--- config.mk ---
export PLATFORM = sky130hd
export DESIGN_NAME = modified_utf7_decoder_flat
export DESIGN_NICKNAME = d
export VERILOG_FILES = /design/src/mu7_pkg.sv /design/src/mu7_if.sv /design/src/mu7_core.sv /design/src/modified_utf7_decoder.sv /design/src/flat_wrapper.sv
export SDC_FILE = /design/constraint.sdc
export NUM_CORES = 1
export LEC_CHECK = 0
export ABC_CLOCK_PERIOD_IN_PS = 9500
export BUFFER_PORTS_ARGS = -buffer_cell sky130_fd_sc_hd__buf_2
export CAP_MARGIN = 20
export CELL_PAD_IN_SITES_DETAIL_PLACEMENT = 1
export CELL_PAD_IN_SITES_GLOBAL_PLACEMENT = 1
export CORE_ASPECT_RATIO = 0.6
export CORE_MARGIN = 4
export CORE_UTILIZATION = 38
export CTS_CLUSTER_SIZE = 14
export DETAILED_ROUTE_END_ITERATION = 7
export PLACE_DENSITY_LB_ADDON = 0.1
export SYNTH_ARGS = -nofsm -noshare
export SYNTH_HDL_FRONTEND = slang
export SYNTH_SLANG_ARGS = --single-unit
export TNS_END_PERCENT = 5
--- constraint.sdc ---
create_clock -name clk -period 9.5 [get_ports clk]
set_clock_uncertainty 0.05 [all_clocks]
set_input_delay 0.475 -clock clk [delete_from_list [all_inputs] [get_ports clk]]
set_output_delay 0.475 -clock clk [all_outputs]
set_load 0.02 [all_outputs]
--- src/mu7_pkg.sv ---
`default_nettype none
package mu7_pkg;

  localparam int unsigned BYTE_W = 8;
  localparam int unsigned UNIT_W = 16;
  localparam int unsigned SEXTET_W = 6;
  localparam int unsigned MODE_W = 4;
  localparam int unsigned SHIFT_W = 4;

  localparam logic [MODE_W-1:0] MODE_ASCII = 4'd0;
  localparam logic [MODE_W-1:0] MODE_AMP = 4'd9;

  localparam logic [BYTE_W-1:0] CHR_AMP = 8'h26;
  localparam logic [BYTE_W-1:0] CHR_HYPHEN = 8'h2d;
  localparam logic [BYTE_W-1:0] CHR_PLUS = 8'h2b;
  localparam logic [BYTE_W-1:0] CHR_COMMA = 8'h2c;
  localparam logic [BYTE_W-1:0] CHR_0 = 8'h30;
  localparam logic [BYTE_W-1:0] CHR_9 = 8'h39;
  localparam logic [BYTE_W-1:0] CHR_UA = 8'h41;
  localparam logic [BYTE_W-1:0] CHR_UZ = 8'h5a;
  localparam logic [BYTE_W-1:0] CHR_LA = 8'h61;
  localparam logic [BYTE_W-1:0] CHR_LZ = 8'h7a;

  localparam logic STATUS_OK = 1'b0;
  localparam logic STATUS_REJECT = 1'b1;

  typedef enum logic [1:0] {
    HY_EMIT,
    HY_QUIET,
    HY_ERROR
  } hyphen_act_t;

  typedef struct packed {
    logic [MODE_W-1:0]  next;
    hyphen_act_t        on_hyphen;
    logic               split;
    logic [SHIFT_W-1:0] shift;
  } mode_row_t;

  typedef struct packed {
    logic               valid;
    logic [SEXTET_W-1:0] value;
  } sextet_t;

  // Result of the decode stage as it moves into the output register.
  typedef struct packed {
    logic              fire;
    logic              status;
    logic [UNIT_W-1:0] code_unit;
  } mu7_res_t;

  function automatic sextet_t sextet_of(input logic [BYTE_W-1:0] b);
    sextet_t s;
    s.valid = 1'b1;
    s.value = '0;
    if (b == CHR_PLUS) begin
      s.value = 6'd62;
    end else if (b == CHR_COMMA) begin
      s.value = 6'd63;
    end else if (b >= CHR_0 && b <= CHR_9) begin
      s.value = SEXTET_W'(b - CHR_0 + 8'd52);
    end else if (b >= CHR_UA && b <= CHR_UZ) begin
      s.value = SEXTET_W'(b - CHR_UA);
    end else if (b >= CHR_LA && b <= CHR_LZ) begin
      s.value = SEXTET_W'(b - CHR_LA + 8'd26);
    end else begin
      s.valid = 1'b0;
    end
    return s;
  endfunction

  function automatic mode_row_t mode_row(input logic [MODE_W-1:0] m);
    mode_row_t r;
    unique case (m)
      4'd1:    r = '{next: 4'd2, on_hyphen: HY_QUIET, split: 1'b0, shift: 4'd10};
      4'd2:    r = '{next: 4'd3, on_hyphen: HY_ERROR, split: 1'b0, shift: 4'd4};
      4'd3:    r = '{next: 4'd4, on_hyphen: HY_ERROR, split: 1'b1, shift: 4'd2};
      4'd4:    r = '{next: 4'd5, on_hyphen: HY_QUIET, split: 1'b0, shift: 4'd8};
      4'd5:    r = '{next: 4'd6, on_hyphen: HY_ERROR, split: 1'b0, shift: 4'd2};
      4'd6:    r = '{next: 4'd7, on_hyphen: HY_ERROR, split: 1'b1, shift: 4'd4};
      4'd7:    r = '{next: 4'd8, on_hyphen: HY_QUIET, split: 1'b0, shift: 4'd6};
      4'd8:    r = '{next: 4'd1, on_hyphen: HY_ERROR, split: 1'b1, shift: 4'd0};
      4'd9:    r = '{next: 4'd2, on_hyphen: HY_EMIT,  split: 1'b0, shift: 4'd10};
      default: r = '{next: MODE_ASCII, on_hyphen: HY_ERROR, split: 1'b0, shift: 4'd0};
    endcase
    return r;
  endfunction

endpackage
`default_nettype wire

--- src/mu7_if.sv ---
`default_nettype none
interface mu7_in_if;
  import mu7_pkg::*;
  logic              valid;
  logic              ready;
  logic [BYTE_W-1:0] in_byte;

  modport source (output valid, output in_byte, input ready);
  modport sink (input valid, input in_byte, output ready);
endinterface

interface mu7_out_if;
  import mu7_pkg::*;
  logic              valid;
  logic              ready;
  logic              status;
  logic [UNIT_W-1:0] code_unit;

  modport source (output valid, output status, output code_unit, input ready);
  modport sink (input valid, input status, input code_unit, output ready);
endinterface
`default_nettype wire

--- src/mu7_core.sv ---
`default_nettype none
module mu7_core
  import mu7_pkg::*;
(
  input  wire logic clk,
  input  wire logic rst_n,
  mu7_in_if.sink    in_ch,
  input  wire logic out_free,
  output mu7_res_t  res
);

  logic              stage_vld_r, stage_vld_nxt;
  logic [BYTE_W-1:0] byte_r;
  logic [MODE_W-1:0] mode_r, mode_nxt;
  logic [UNIT_W-1:0] acc_r, acc_nxt;
  logic [UNIT_W-1:0] carry_r, carry_nxt;

  logic              has_res;
  logic              res_status;
  logic [UNIT_W-1:0] res_unit;
  logic              move;
  logic              take;
  mode_row_t         row;
  sextet_t           sx;
  logic [SEXTET_W+UNIT_W-1:0] split_val;
  logic [SEXTET_W+UNIT_W-1:0] place_val;

  assign row = mode_row(mode_r);
  assign sx = sextet_of(byte_r);
  // Upper part is the sextet shifted right, lower part is the carry left behind.
  assign split_val = {sx.value, {UNIT_W{1'b0}}} >> row.shift;
  assign place_val = {{UNIT_W{1'b0}}, sx.value} << row.shift;

  always_comb begin
    mode_nxt = mode_r;
    acc_nxt = acc_r;
    carry_nxt = carry_r;
    has_res = 1'b0;
    res_status = STATUS_OK;
    res_unit = '0;
    if (mode_r == MODE_ASCII || mode_r > MODE_AMP) begin
      if (byte_r == CHR_AMP) begin
        acc_nxt = '0;
        carry_nxt = '0;
        mode_nxt = MODE_AMP;
      end else begin
        mode_nxt = MODE_ASCII;
        acc_nxt = '0;
        has_res = 1'b1;
        res_unit = UNIT_W'(byte_r);
      end
    end else if (byte_r == CHR_HYPHEN) begin
      mode_nxt = MODE_ASCII;
      case (row.on_hyphen)
        HY_EMIT: begin
          acc_nxt = '0;
          has_res = 1'b1;
          res_unit = UNIT_W'(CHR_AMP);
        end
        HY_QUIET: has_res = 1'b0;
        default: begin
          has_res = 1'b1;
          res_status = STATUS_REJECT;
        end
      endcase
    end else if (!sx.valid) begin
      has_res = 1'b1;
      res_status = STATUS_REJECT;
    end else begin
      mode_nxt = row.next;
      if (row.split) begin
        has_res = 1'b1;
        res_unit = acc_r | UNIT_W'(split_val[SEXTET_W+UNIT_W-1:UNIT_W]);
        carry_nxt = split_val[UNIT_W-1:0];
        acc_nxt = '0;
      end else begin
        acc_nxt = acc_r | carry_r | place_val[UNIT_W-1:0];
        carry_nxt = '0;
      end
    end
  end

  // A beat that yields nothing never waits on the output register.
  assign move = stage_vld_r && (!has_res || out_free);
  assign in_ch.ready = !stage_vld_r || move;
  assign take = in_ch.valid && in_ch.ready;

  always_comb begin
    stage_vld_nxt = stage_vld_r;
    if (take) begin
      stage_vld_nxt = 1'b1;
    end else if (move) begin
      stage_vld_nxt = 1'b0;
    end
  end

  assign res.fire = move && has_res;
  assign res.status = res_status;
  assign res.code_unit = res_unit;

  always_ff @(posedge clk) begin
    if (!rst_n) begin
      stage_vld_r <= 1'b0;
      mode_r <= MODE_ASCII;
      acc_r <= '0;
      carry_r <= '0;
    end else begin
      stage_vld_r <= stage_vld_nxt;
      if (move) begin
        mode_r <= mode_nxt;
        acc_r <= acc_nxt;
        carry_r <= carry_nxt;
      end
    end
  end

  always_ff @(posedge clk) begin
    if (take) begin
      byte_r <= in_ch.in_byte;
    end
  end

endmodule
`default_nettype wire

--- src/modified_utf7_decoder.sv ---
`default_nettype none
// Decodes modified UTF-7 (the IMAP mailbox name form) into UTF-16 code units,
// one byte per beat. Each accepted byte gives zero or one result beat: ASCII
// bytes pass through, '&' opens a base64 run, "&-" gives '&', and a bad byte or
// a '-' that cuts a unit short gives a reject beat (status 1, code unit zero).
// The block takes one byte every cycle while the output accepts results; a result
// passes through the input register and then the result register before it is
// presented. The result register lets the next byte in while a result waits.
module modified_utf7_decoder
  import mu7_pkg::*;
(
  input  wire logic  clk,
  input  wire logic  rst_n,
  mu7_in_if.sink     in_ch,
  mu7_out_if.source  out_ch
);

  mu7_res_t          res;
  logic              out_free;
  logic              out_vld_r, out_vld_nxt;
  logic              status_r;
  logic [UNIT_W-1:0] unit_r;

  assign out_free = !out_vld_r || out_ch.ready;

  mu7_core u_core (
    .clk      (clk),
    .rst_n    (rst_n),
    .in_ch    (in_ch),
    .out_free (out_free),
    .res      (res)
  );

  always_comb begin
    out_vld_nxt = out_vld_r;
    if (res.fire) begin
      out_vld_nxt = 1'b1;
    end else if (out_ch.ready) begin
      out_vld_nxt = 1'b0;
    end
  end

  always_ff @(posedge clk) begin
    if (!rst_n) begin
      out_vld_r <= 1'b0;
    end else begin
      out_vld_r <= out_vld_nxt;
    end
  end

  always_ff @(posedge clk) begin
    if (res.fire) begin
      status_r <= res.status;
      unit_r <= res.code_unit;
    end
  end

  assign out_ch.valid = out_vld_r;
  assign out_ch.status = status_r;
  assign out_ch.code_unit = unit_r;

endmodule
`default_nettype wire

--- src/flat_wrapper.sv ---
// flat-port wrapper written by rule: the top's interface ports become plain ports
module modified_utf7_decoder_flat import mu7_pkg::*;
  (clk, rst_n, in_ch_valid, in_ch_in_byte, in_ch_ready, out_ch_valid, out_ch_status, out_ch_code_unit, out_ch_ready);
  mu7_in_if in_ch_i ();
  mu7_out_if out_ch_i ();
  input  wire logic clk;
  input  wire logic rst_n;
  input wire logic [$bits(in_ch_i.valid)-1:0] in_ch_valid;
  input wire logic [$bits(in_ch_i.in_byte)-1:0] in_ch_in_byte;
  output wire logic [$bits(in_ch_i.ready)-1:0] in_ch_ready;
  output wire logic [$bits(out_ch_i.valid)-1:0] out_ch_valid;
  output wire logic [$bits(out_ch_i.status)-1:0] out_ch_status;
  output wire logic [$bits(out_ch_i.code_unit)-1:0] out_ch_code_unit;
  input wire logic [$bits(out_ch_i.ready)-1:0] out_ch_ready;
  assign in_ch_i.valid = in_ch_valid;
  assign in_ch_i.in_byte = in_ch_in_byte;
  assign in_ch_ready = in_ch_i.ready;
  assign out_ch_valid = out_ch_i.valid;
  assign out_ch_status = out_ch_i.status;
  assign out_ch_code_unit = out_ch_i.code_unit;
  assign out_ch_i.ready = out_ch_ready;
  modified_utf7_decoder u_core (.clk(clk), .rst_n(rst_n), .in_ch(in_ch_i), .out_ch(out_ch_i));
endmodule
==> results of run 1 <==
[per-stage QoR]
step           power, W  hold WS, ns
2_1_floorplan  0.000399        0.380
3_3_place_gp   0.000426        0.394
3_5_place_dp   0.000427        0.405
4_1_cts        0.000733        0.254
5_1_grt        0.000759        0.251
6_report       0.000729        0.263
[placed cells by master, fill, tap and decap left out, types with 4 or more instances in the layout]
cell type,instances
a211oi_1,10
a21oi_1,18
a22oi_1,5
a311oi_1,5
a31oi_1,10
a32oi_1,4
and3_1,11
buf_2,30
clkbuf_16,9
dfxtp_1,46
edfxtp_1,25
ha_1,15
inv_1,12
mux2i_1,5
nand2_1,30
nand2b_1,9
nand3_1,20
nand4_1,6
nor2_1,37
nor2b_1,6
nor3_1,10
o211a_1,4
o21a_1,6
o21ai_0,14
o21bai_1,4
o31ai_1,13
[synth_stat cells (all sizes together) (4+ instances only)]
library cell  count
a211oi           11
a21boi            5
a21oi            19
a22oi             5
a311oi            5
a31oi            11
a32oi             4
and2              5
and3             11
buf              10
clkbuf           16
dfxtp            46
edfxtp           25
ha               15
inv              14
mux2i             6
nand2            31
nand2b            9
nand3            20
nand4             6
nor2             37
nor2b             6
nor3             12
o211a             4
o21a              6
o21ai            18
o21bai            4
o31ai            14
[worst register-to-register path, delay by kind of cell, from the launching register on]
family                   cells  cell delay, ns
AO/OA/AOI/OAI                5            1.51
adder cells (fa/ha/maj)      2            0.52
buffers and inverters        1            0.17
flip-flops                   1            0.56
AND/OR/NAND/NOR              3            1.21
[path summary, 6_finish.rpt]
kind | slack, ns | start | cells past startpoint | to
min reg2reg | 0.41 | u_core.u_core.carry_r[2] | 2 | u_core.u_core.carry_r[2]
max reg2reg | 5.41 | u_core.u_core.byte_r[2] | 11 | u_core.u_core.row[7]
max | 5.41 | u_core.u_core.byte_r[2] | 11 | u_core.u_core.row[7]
min | 0.26 | in_ch_in_byte[0] | 1 | u_core.u_core.byte_r[0]
[cell type report]
type / instances / area [sq um] / area share
Tap cell: 135 / 169 / 0.0378
Inverter: 14 / 52.6 / 0.0117
Multi-Input combinational cell: 317 / 2160 / 0.482
Timing Repair Buffer: 31 / 158 / 0.0352
Clock buffer: 12 / 246 / 0.0551
Sequential cell: 71 / 1670 / 0.374
Clock inverter: 4 / 20.0 / 0.00448
[layer usage]
| metal | routed length (um) | vias to the layer above | track usage |
|---|---|---|---|
| met1 | 6400 | 1772 | 0.325 |
| met3 | 1000 | 14 | 0.0578 |
| met2 | 5020 | 143 | 0.296 |
| met4 | 144 | 0 | 0.0563 |
| met5 | 0 | - | 0 |
| li1 | - | 1662 | - |
[report_power, final]
part | total, W | switching, W | internal, W
logic | 0.0000852 | 0.0000584 | 0.0000268
clock network | 0.000307 | 0.000125 | 0.000182
registers | 0.000337 | 0.0000119 | 0.000325
[flip-flops by register name, indices dropped and copies added, names as in the netlist]
register / cells
u_core.out_ch.valid: 1
u_core.u_core.mode_r: 4
u_core.out_ch.code_unit: 16
u_core.u_core.stage_vld_r: 1
u_core.u_core.row: 10
u_core.u_core.carry_r: 14
u_core.u_core.acc_r: 16
u_core.out_ch.status: 1
u_core.u_core.byte_r: 8
[cells by family (layout without fill, tap and decap cells)]
kind of cell | Yosys count | count (layout) | synth area share
flip-flops | 71 | 71 | 0.416
XOR/XNOR | 2 | 2 | 0.00436
adder cells (fa/ha/maj) | 15 | 15 | 0.0467
AND/OR/NAND/NOR | 158 | 158 | 0.214
multiplexers | 8 | 8 | 0.0215
AO/OA/AOI/OAI | 134 | 134 | 0.250
buffers and inverters | 40 | 61 | 0.0479
==> impl_metrics.toml, run 1 <==
[run_status]
outcome = "complete, no violations"

[clocking]
clock_path_buffers = 2
cts_buffers = 9
numClockSinks = 71
postCtsSetupBuffers = 0
cts_resized = 0
hold_buffers = 0
tritoncts = "done"
cts.root.buffer_cell = "clkbuf_16"
worst_setup_hold_path_clk_slew_ns = 0.06
worst_skew_pair.late_latency_ns = 0.33
htree_num_levels = 3

[floorplanning]
die-width_um = 141
design.portCount = 31
die_height_um = 87.7
die_area_sq_um = 12300
initial_core_util = 0.398
coreArea_sq_um = 10100
core.rowCount = 28

[sta]
timing.final.setup_violations = 0
setup_tns_final_ns = 0
worst_slew_pin_slew_ns = 1.07
final_critical_delay_including_setup_and_external_delays_ns = 4.09
final_hold_viol_count = 0
fin_ws_ns = 5.41
timing.max_slew.rel_slack = 0.290
clock.fmax_ghz = 0.244
fin_crit_sh = 0.431
rsz0062_at_grt = "false"
finalMaxSlewViolations = 0

[layout]
drive_gt1_frac = 0.138
areaGrowthSynthToFinish_pct = 11.3
final.fill_count = 1172
final_cells = 584
finish.net_count = 471
n_antenna_cell = 0
util_after_layout = 0.443
final_area_sq_um = 4470

[global_route]
leftover_overflow_at_the_end_of_global_routing = 0
antenna_violations_before_repair = 0
largest_net_degree_at_the_start_of_global_routing = 34
globalRouteTotalUtil = 0.214
vias_in_the_first_global_route = 3526
grt_first_pass_wirelength_um = 20400

[synthesis]
synth-async-reset-ratio = 0
post_synth_inst_count = 428
synth_top_cells_by_area = "dfxtp_1 (23%), edfxtp_1 (19%), ha_1 (4.7%)"
syn-mean-instance-area_sq_um = 9.39
yosys.area.top_type_share = 0.229
post_synth_top_area_cell = "dfxtp_1"
synth_area_sq_um = 4020
cell_variety_after_synth = 75
synth.yosys.warnings = 0
synth_sequential_area_ratio = 0.416
synth_top_flop_cell = "dfxtp_1"
synthesis.nets = 455
synth_enable_flop_cells = 25
yosys_register_bits = 71

[setup_path]
critical_path_required_ns = 9.71
worst_path_max_delay_cell = "a31oi_2"
worst-setup-path-type = "flip-flop to flip-flop"
critical-path-top-cell-by-count = "ha_1"
cp.buffers_inverters = 1
timing.critical_path.from_type = "flip-flop"
critPathMaxFanout = 13
timing.critical_path.cells = "inv_1 -> ha_1 -> a21oi_1 -> a311oi_1 -> or3_1 -> a31oi_2 -> a32oi_1 -> nor2b_1 -> ha_1 -> or3b_1 -> a31oi_1"
critPathTopFamily = "compound AO/OA/AOI/OAI gates"
cp.arrival_ns = 4.30
worst_path_largest_cell_delay_ns = 0.70
crit_path_capture_type = "flip-flop"

[power]
ir_drop_mv = 0.110
power-per-cell-area_nw_per_um2 = 163
static_power_due_to_leakage_nw = 1.62

[placement]
globalplace.congestion = 0.866
io_buffers = 30
detailed_place_hpwl_um = 9070
area_post_placement_sq_um = 4210
place_ws_ns = 5.49
placed_cells_incl_taps = 568

[route]
drtPass1Iterations = 5
avgRoutedWirePerCell_um = 21.5
first_iter_violations = 423
via_count = 3591
ant_nets = 0
drt_wl_total_um = 12600
vias_per_cell = 6.15
drc_errors = 0

[run]
max_cap_violations = 0

[min_path]
class_of_the_most_critical_hold_timing_path = "input port to flip-flop"
No activity file was read; power rests on OpenSTA's default activity.
==> inputs of run 2 (changes only) <==
- ABC_CLOCK_PERIOD_IN_PS: 9500 -> 4200
- clock period: 9.5 -> 4.2 ns (I/O delays scaled with it)
==> impl_metrics.toml, run 2 (synthesized netlist as in run 1, its figures left out) <==
[clocking]
worst_skew_pair.late_latency_ns = 0.34
postCtsSetupBuffers = 0
tritoncts = "done"
htree_num_levels = 3
clock_path_buffers = 2
numClockSinks = 71
cts.root.buffer_cell = "clkbuf_16"
hold_buffers = 5
cts_resized = 0
worst_setup_hold_path_clk_slew_ns = 0.06
cts_buffers = 9

[route]
drtPass1Iterations = 4
via_count = 3584
first_iter_violations = 324
vias_per_cell = 5.98
drt_wl_total_um = 12700
drc_errors = 0
avgRoutedWirePerCell_um = 21.2
ant_nets = 0

[setup_path]
critical_path_required_ns = 4.40
critical-path-top-cell-by-count = "ha_1"
worst-setup-path-type = "flip-flop to flip-flop"
worst_path_largest_cell_delay_ns = 0.54
cp.buffers_inverters = 1
r2r_setup_slack_ns = 0.27
critPathTopFamily = "simple AND/OR/NAND/NOR gates"
worst_path_max_delay_cell = "edfxtp_1"
worst_r2r_endpoint = "u_core.u_core.row[4]"
crit_path_capture_type = "flip-flop"
timing.rr.start = "u_core.u_core.byte_r[2]"
timing.critical_path.cells = "inv_1 -> ha_1 -> a21oi_1 -> a311oi_1 -> or3_1 -> nand4_1 -> nand2_1 -> a32oi_1 -> nor2b_1 -> ha_1 -> or3b_1 -> a31oi_1"
worst_setup_path_startpoint = "u_core.u_core.byte_r[2]"
critPathMaxFanout = 11
timing.critical_path.from_type = "flip-flop"
worst_r2r_path_depth = 12
cp.arrival_ns = 4.13

[sta]
finalMaxSlewViolations = 0
final_hold_viol_count = 0
worst_slew_pin_slew_ns = 0.786
final_critical_delay_including_setup_and_external_delays_ns = 3.93
rsz0062_at_grt = "false"
timing.final.setup_violations = 0
fin_crit_sh = 0.936
clock.fmax_ghz = 0.254
timing.max_slew.rel_slack = 0.475
setup_tns_final_ns = 0

[min_path]
worst_hold_path.endpoint = "u_core.u_core.byte_r[6]"
hold_path.startpoint = "in_ch_in_byte[6]"
hold_path_stages = 1
class_of_the_most_critical_hold_timing_path = "input port to flip-flop"

[run_status]
outcome = "complete, no violations"

[layout]
final_area_sq_um = 4620
areaGrowthSynthToFinish_pct = 14.8
drive_gt1_frac = 0.153
final.fill_count = 1166
multi_input_comb_area_sq_um = 2160
finish.net_count = 486
register_area_sq_um = 1670
n_antenna_cell = 0
mostFrequentLayoutCell = "dfxtp_1"
mostFrequentLayoutCells = "dfxtp_1 (46), nor2_1 (37), nand2_1 (30), buf_2 (30), edfxtp_1 (25)"

[floorplanning]
core.rowCount = 28
initial_core_util = 0.398
design.portCount = 31
die_height_um = 87.7
coreArea_sq_um = 10100
die-width_um = 141
die_area_sq_um = 12300

[placement]
io_buffers = 30
area_post_placement_sq_um = 4270
globalplace.congestion = 0.915
detailed_place_hpwl_um = 9270

[run]
max_cap_violations = 0

[power]
ir_drop_mv = 0.265
power-per-cell-area_nw_per_um2 = 372
static_power_due_to_leakage_nw = 1.69

[global_route]
largest_net_degree_at_the_start_of_global_routing = 34
antenna_violations_before_repair = 0
vias_in_the_first_global_route = 3602
leftover_overflow_at_the_end_of_global_routing = 0
globalRouteTotalUtil = 0.215
grt_first_pass_wirelength_um = 20200
## run 2: cell types whose count changed in the layout (fill, tap and decap cells not counted), sizes merged
| cell | before | now |
|---|---|---|
| dlygate4sd3 | 0 | 6 |
| clkinv | 3 | 2 |
| buf | 31 | 40 |
| bufinv | 0 | 1 |
## run 2: cell type report
class / instances / area share
flip-flops and latches: 71 / 0.362
clock inverters: 4 / 0.0100
repair buffers: 46 / 0.0618
well taps: 135 / 0.0366
inverters: 14 / 0.0114
multi-input cells: 317 / 0.467
clock buffers: 12 / 0.0512
## run 2: how the worst max path moves through the flow
stage,to,slack [ns],cells after the start
finish,u_core.u_core.row[4],0.27,12
global placement,u_core.u_core.row[1],0.58,12
CTS,u_core.u_core.row[4],0.34,12
floorplan,u_core.out_ch.code_unit[0],0.96,11
detailed placement,u_core.u_core.row[4],0.40,12
global route,u_core.u_core.row[4],0.05,12
## run 2: per-stage QoR
step                 util  hold slack [ns]  setup WS, ns  instances  power, W
finish              0.458          0.00568         0.270        599   0.00172
global route        0.458         0.000729        0.0472        599   0.00179
detailed placement  0.424            0.340         0.404        577  0.000970
CTS                 0.457          0.00285         0.341        598   0.00173
floorplan               -            0.259         0.957        428  0.000903
global placement    0.424            0.337         0.582        577  0.000966
## run 2: power by group
group	internal (W)	switching, W	total, W
Clock	0.000459	0.000295	0.000754
Sequential	0.000734	0.0000190	0.000753
Combinational	0.0000696	0.000141	0.000210
## run 2: metal layers
| layer | part of all wire | vias to the layer above | routed length, um | global-route usage |
|---|---|---|---|---|
| met3 | 0.077 | 18 | 982 | 0.0638 |
| met1 | 0.51 | 1769 | 6450 | 0.319 |
| li1 | - | 1691 | - | - |
| met5 | 0 | - | 0 | 0 |
| met2 | 0.40 | 106 | 5090 | 0.302 |
| met4 | 0.015 | 0 | 197 | 0.0545 |
==> inputs of run 3 (changes only) <==
- CTS_BUF_LIST: unset -> sky130_fd_sc_hd__clkbuf_2 sky130_fd_sc_hd__clkbuf_4 sky130_fd_sc_hd__clkbuf_8
==> impl_metrics.toml, run 3 (synthesized netlist as in run 1, its figures left out) <==
[run_status]
outcome = "complete, no violations"

[layout]
mostFrequentLayoutCell = "dfxtp_1"
mostFrequentLayoutCells = "dfxtp_1 (46), nor2_1 (37), nand2_1 (30), buf_2 (30), edfxtp_1 (25)"
n_antenna_cell = 0
register_area_sq_um = 1670
areaGrowthSynthToFinish_pct = 13.1
final.fill_count = 1167
util_after_layout = 0.451
multi_input_comb_area_sq_um = 2160
finish.net_count = 488
drive_gt1_frac = 0.159

[clocking]
htree_num_levels = 3
cts_resized = 0
worst_skew_pair.late_latency_ns = 0.37
clock_path_buffers = 2
cts.root.buffer_cell = "clkbuf_8"
cts_buffers = 9
numClockSinks = 71
worst_setup_hold_path_clk_slew_ns = 0.07
postCtsSetupBuffers = 0
tritoncts = "done"

[sta]
final_hold_viol_count = 0
clock.fmax_ghz = 0.252
fin_crit_sh = 0.944
worst_slew_pin_slew_ns = 0.848
setup_tns_final_ns = 0
fin_worst_hold_slack_ns = 0.0282
final_critical_delay_including_setup_and_external_delays_ns = 3.97
finalMaxSlewViolations = 0
timing.max_slew.rel_slack = 0.433
rsz0062_at_grt = "false"
timing.final.setup_violations = 0
fin_ws_ns = 0.235

[route]
drc_errors = 0
drtPass1Iterations = 5
via_count = 3682
vias_per_cell = 6.13
ant_nets = 0
drt_wl_total_um = 12800
first_iter_violations = 338
avgRoutedWirePerCell_um = 21.2

[setup_path]
critPathTopFamily = "simple AND/OR/NAND/NOR gates"
crit_path_capture_type = "flip-flop"
cp.arrival_ns = 4.19
worst_path_max_delay_cell = "edfxtp_1"
worst_path_largest_cell_delay_ns = 0.55
worst-setup-path-type = "flip-flop to flip-flop"
timing.critical_path.from_type = "flip-flop"
cp.buffers_inverters = 1
critPathMaxFanout = 11
critical-path-top-cell-by-count = "ha_1"
timing.critical_path.cells = "inv_1 -> ha_1 -> a21oi_1 -> a311oi_1 -> or3_1 -> nand4_1 -> nand2_1 -> a32oi_1 -> nor2b_1 -> ha_1 -> or3b_1 -> a31oi_1"
critical_path_required_ns = 4.42

[min_path]
class_of_the_most_critical_hold_timing_path = "input port to flip-flop"

[global_route]
globalRouteTotalUtil = 0.214
largest_net_degree_at_the_start_of_global_routing = 34
antenna_violations_before_repair = 0
vias_in_the_first_global_route = 3608
grt_first_pass_wirelength_um = 20300
leftover_overflow_at_the_end_of_global_routing = 0

[floorplanning]
coreArea_sq_um = 10100
design.portCount = 31
initial_core_util = 0.398
die_area_sq_um = 12300
die-width_um = 141
die_height_um = 87.7
core.rowCount = 28

[placement]
detailed_place_hpwl_um = 9270
io_buffers = 30
globalplace.congestion = 0.915
place_ws_ns = 0.404

[power]
power-per-cell-area_nw_per_um2 = 336
static_power_due_to_leakage_nw = 1.67
finalPower_w = 0.00153
ir_drop_mv = 0.130

[run]
max_cap_violations = 0
[run 3: cell count changes in the layout (fill, tap and decap cells not counted), sizes merged]
cell and change:
dlygate4sd3 +2
[run 3: metrics by stage]
stage / std cells / area [sq um]
final: 601 / 4550
after global routing: 601 / 4550
after CTS: 601 / 4550
after detailed placement: 577 / 4270
after global placement: 577 / 4270
after floorplan: 428 / 4020
[run 3: area by class of cell]
type                       instances  area share
clock buffer                      12      0.0322
multi-input combinational        317       0.474
tap                              135      0.0371
clock inverter                     4      0.0102
timing repair buffer              48      0.0671
inverter                          14      0.0116
sequential                        71       0.368
[run 3: routing by layer]
layer | share of wire | up-vias | track usage | wire length [um]
li1 | - | 1697 | - | -
met1 | 0.50 | 1816 | 0.315 | 6380
met2 | 0.40 | 152 | 0.305 | 5170
met3 | 0.083 | 17 | 0.0666 | 1070
met4 | 0.012 | 0 | 0.0545 | 156
met5 | 0 | - | 0 | 0
[run 3: path summary, 6_finish.rpt]
kind                        startpoint                         to  slack, ns  cells after the start
max            u_core.u_core.byte_r[2]       u_core.u_core.row[4]       0.23                     12
min                        in_ch_valid  u_core.u_core.stage_vld_r       0.03                      2
max reg2reg    u_core.u_core.byte_r[2]       u_core.u_core.row[4]       0.23                     12
min reg2reg  u_core.u_core.carry_r[10]  u_core.u_core.carry_r[10]       0.42                      2
[run 3: power by group]
| part | total [W] | switching, W | internal, W | leakage, nW |
|---|---|---|---|---|
| clock | 0.000564 | 0.000271 | 0.000293 | 0.105 |
| sequential | 0.000752 | 0.0000190 | 0.000733 | 0.609 |
| combinational | 0.000212 | 0.000141 | 0.0000709 | 0.951 |
| total | 0.00153 | 0.000431 | 0.00110 | 1.67 |
[run 3: what timing repair did]
item                                   in CTS  in global routing
endpoints found under the hold margin       8                  0
setup endpoints to repair                   0                  0
hold buffers                                8                  0
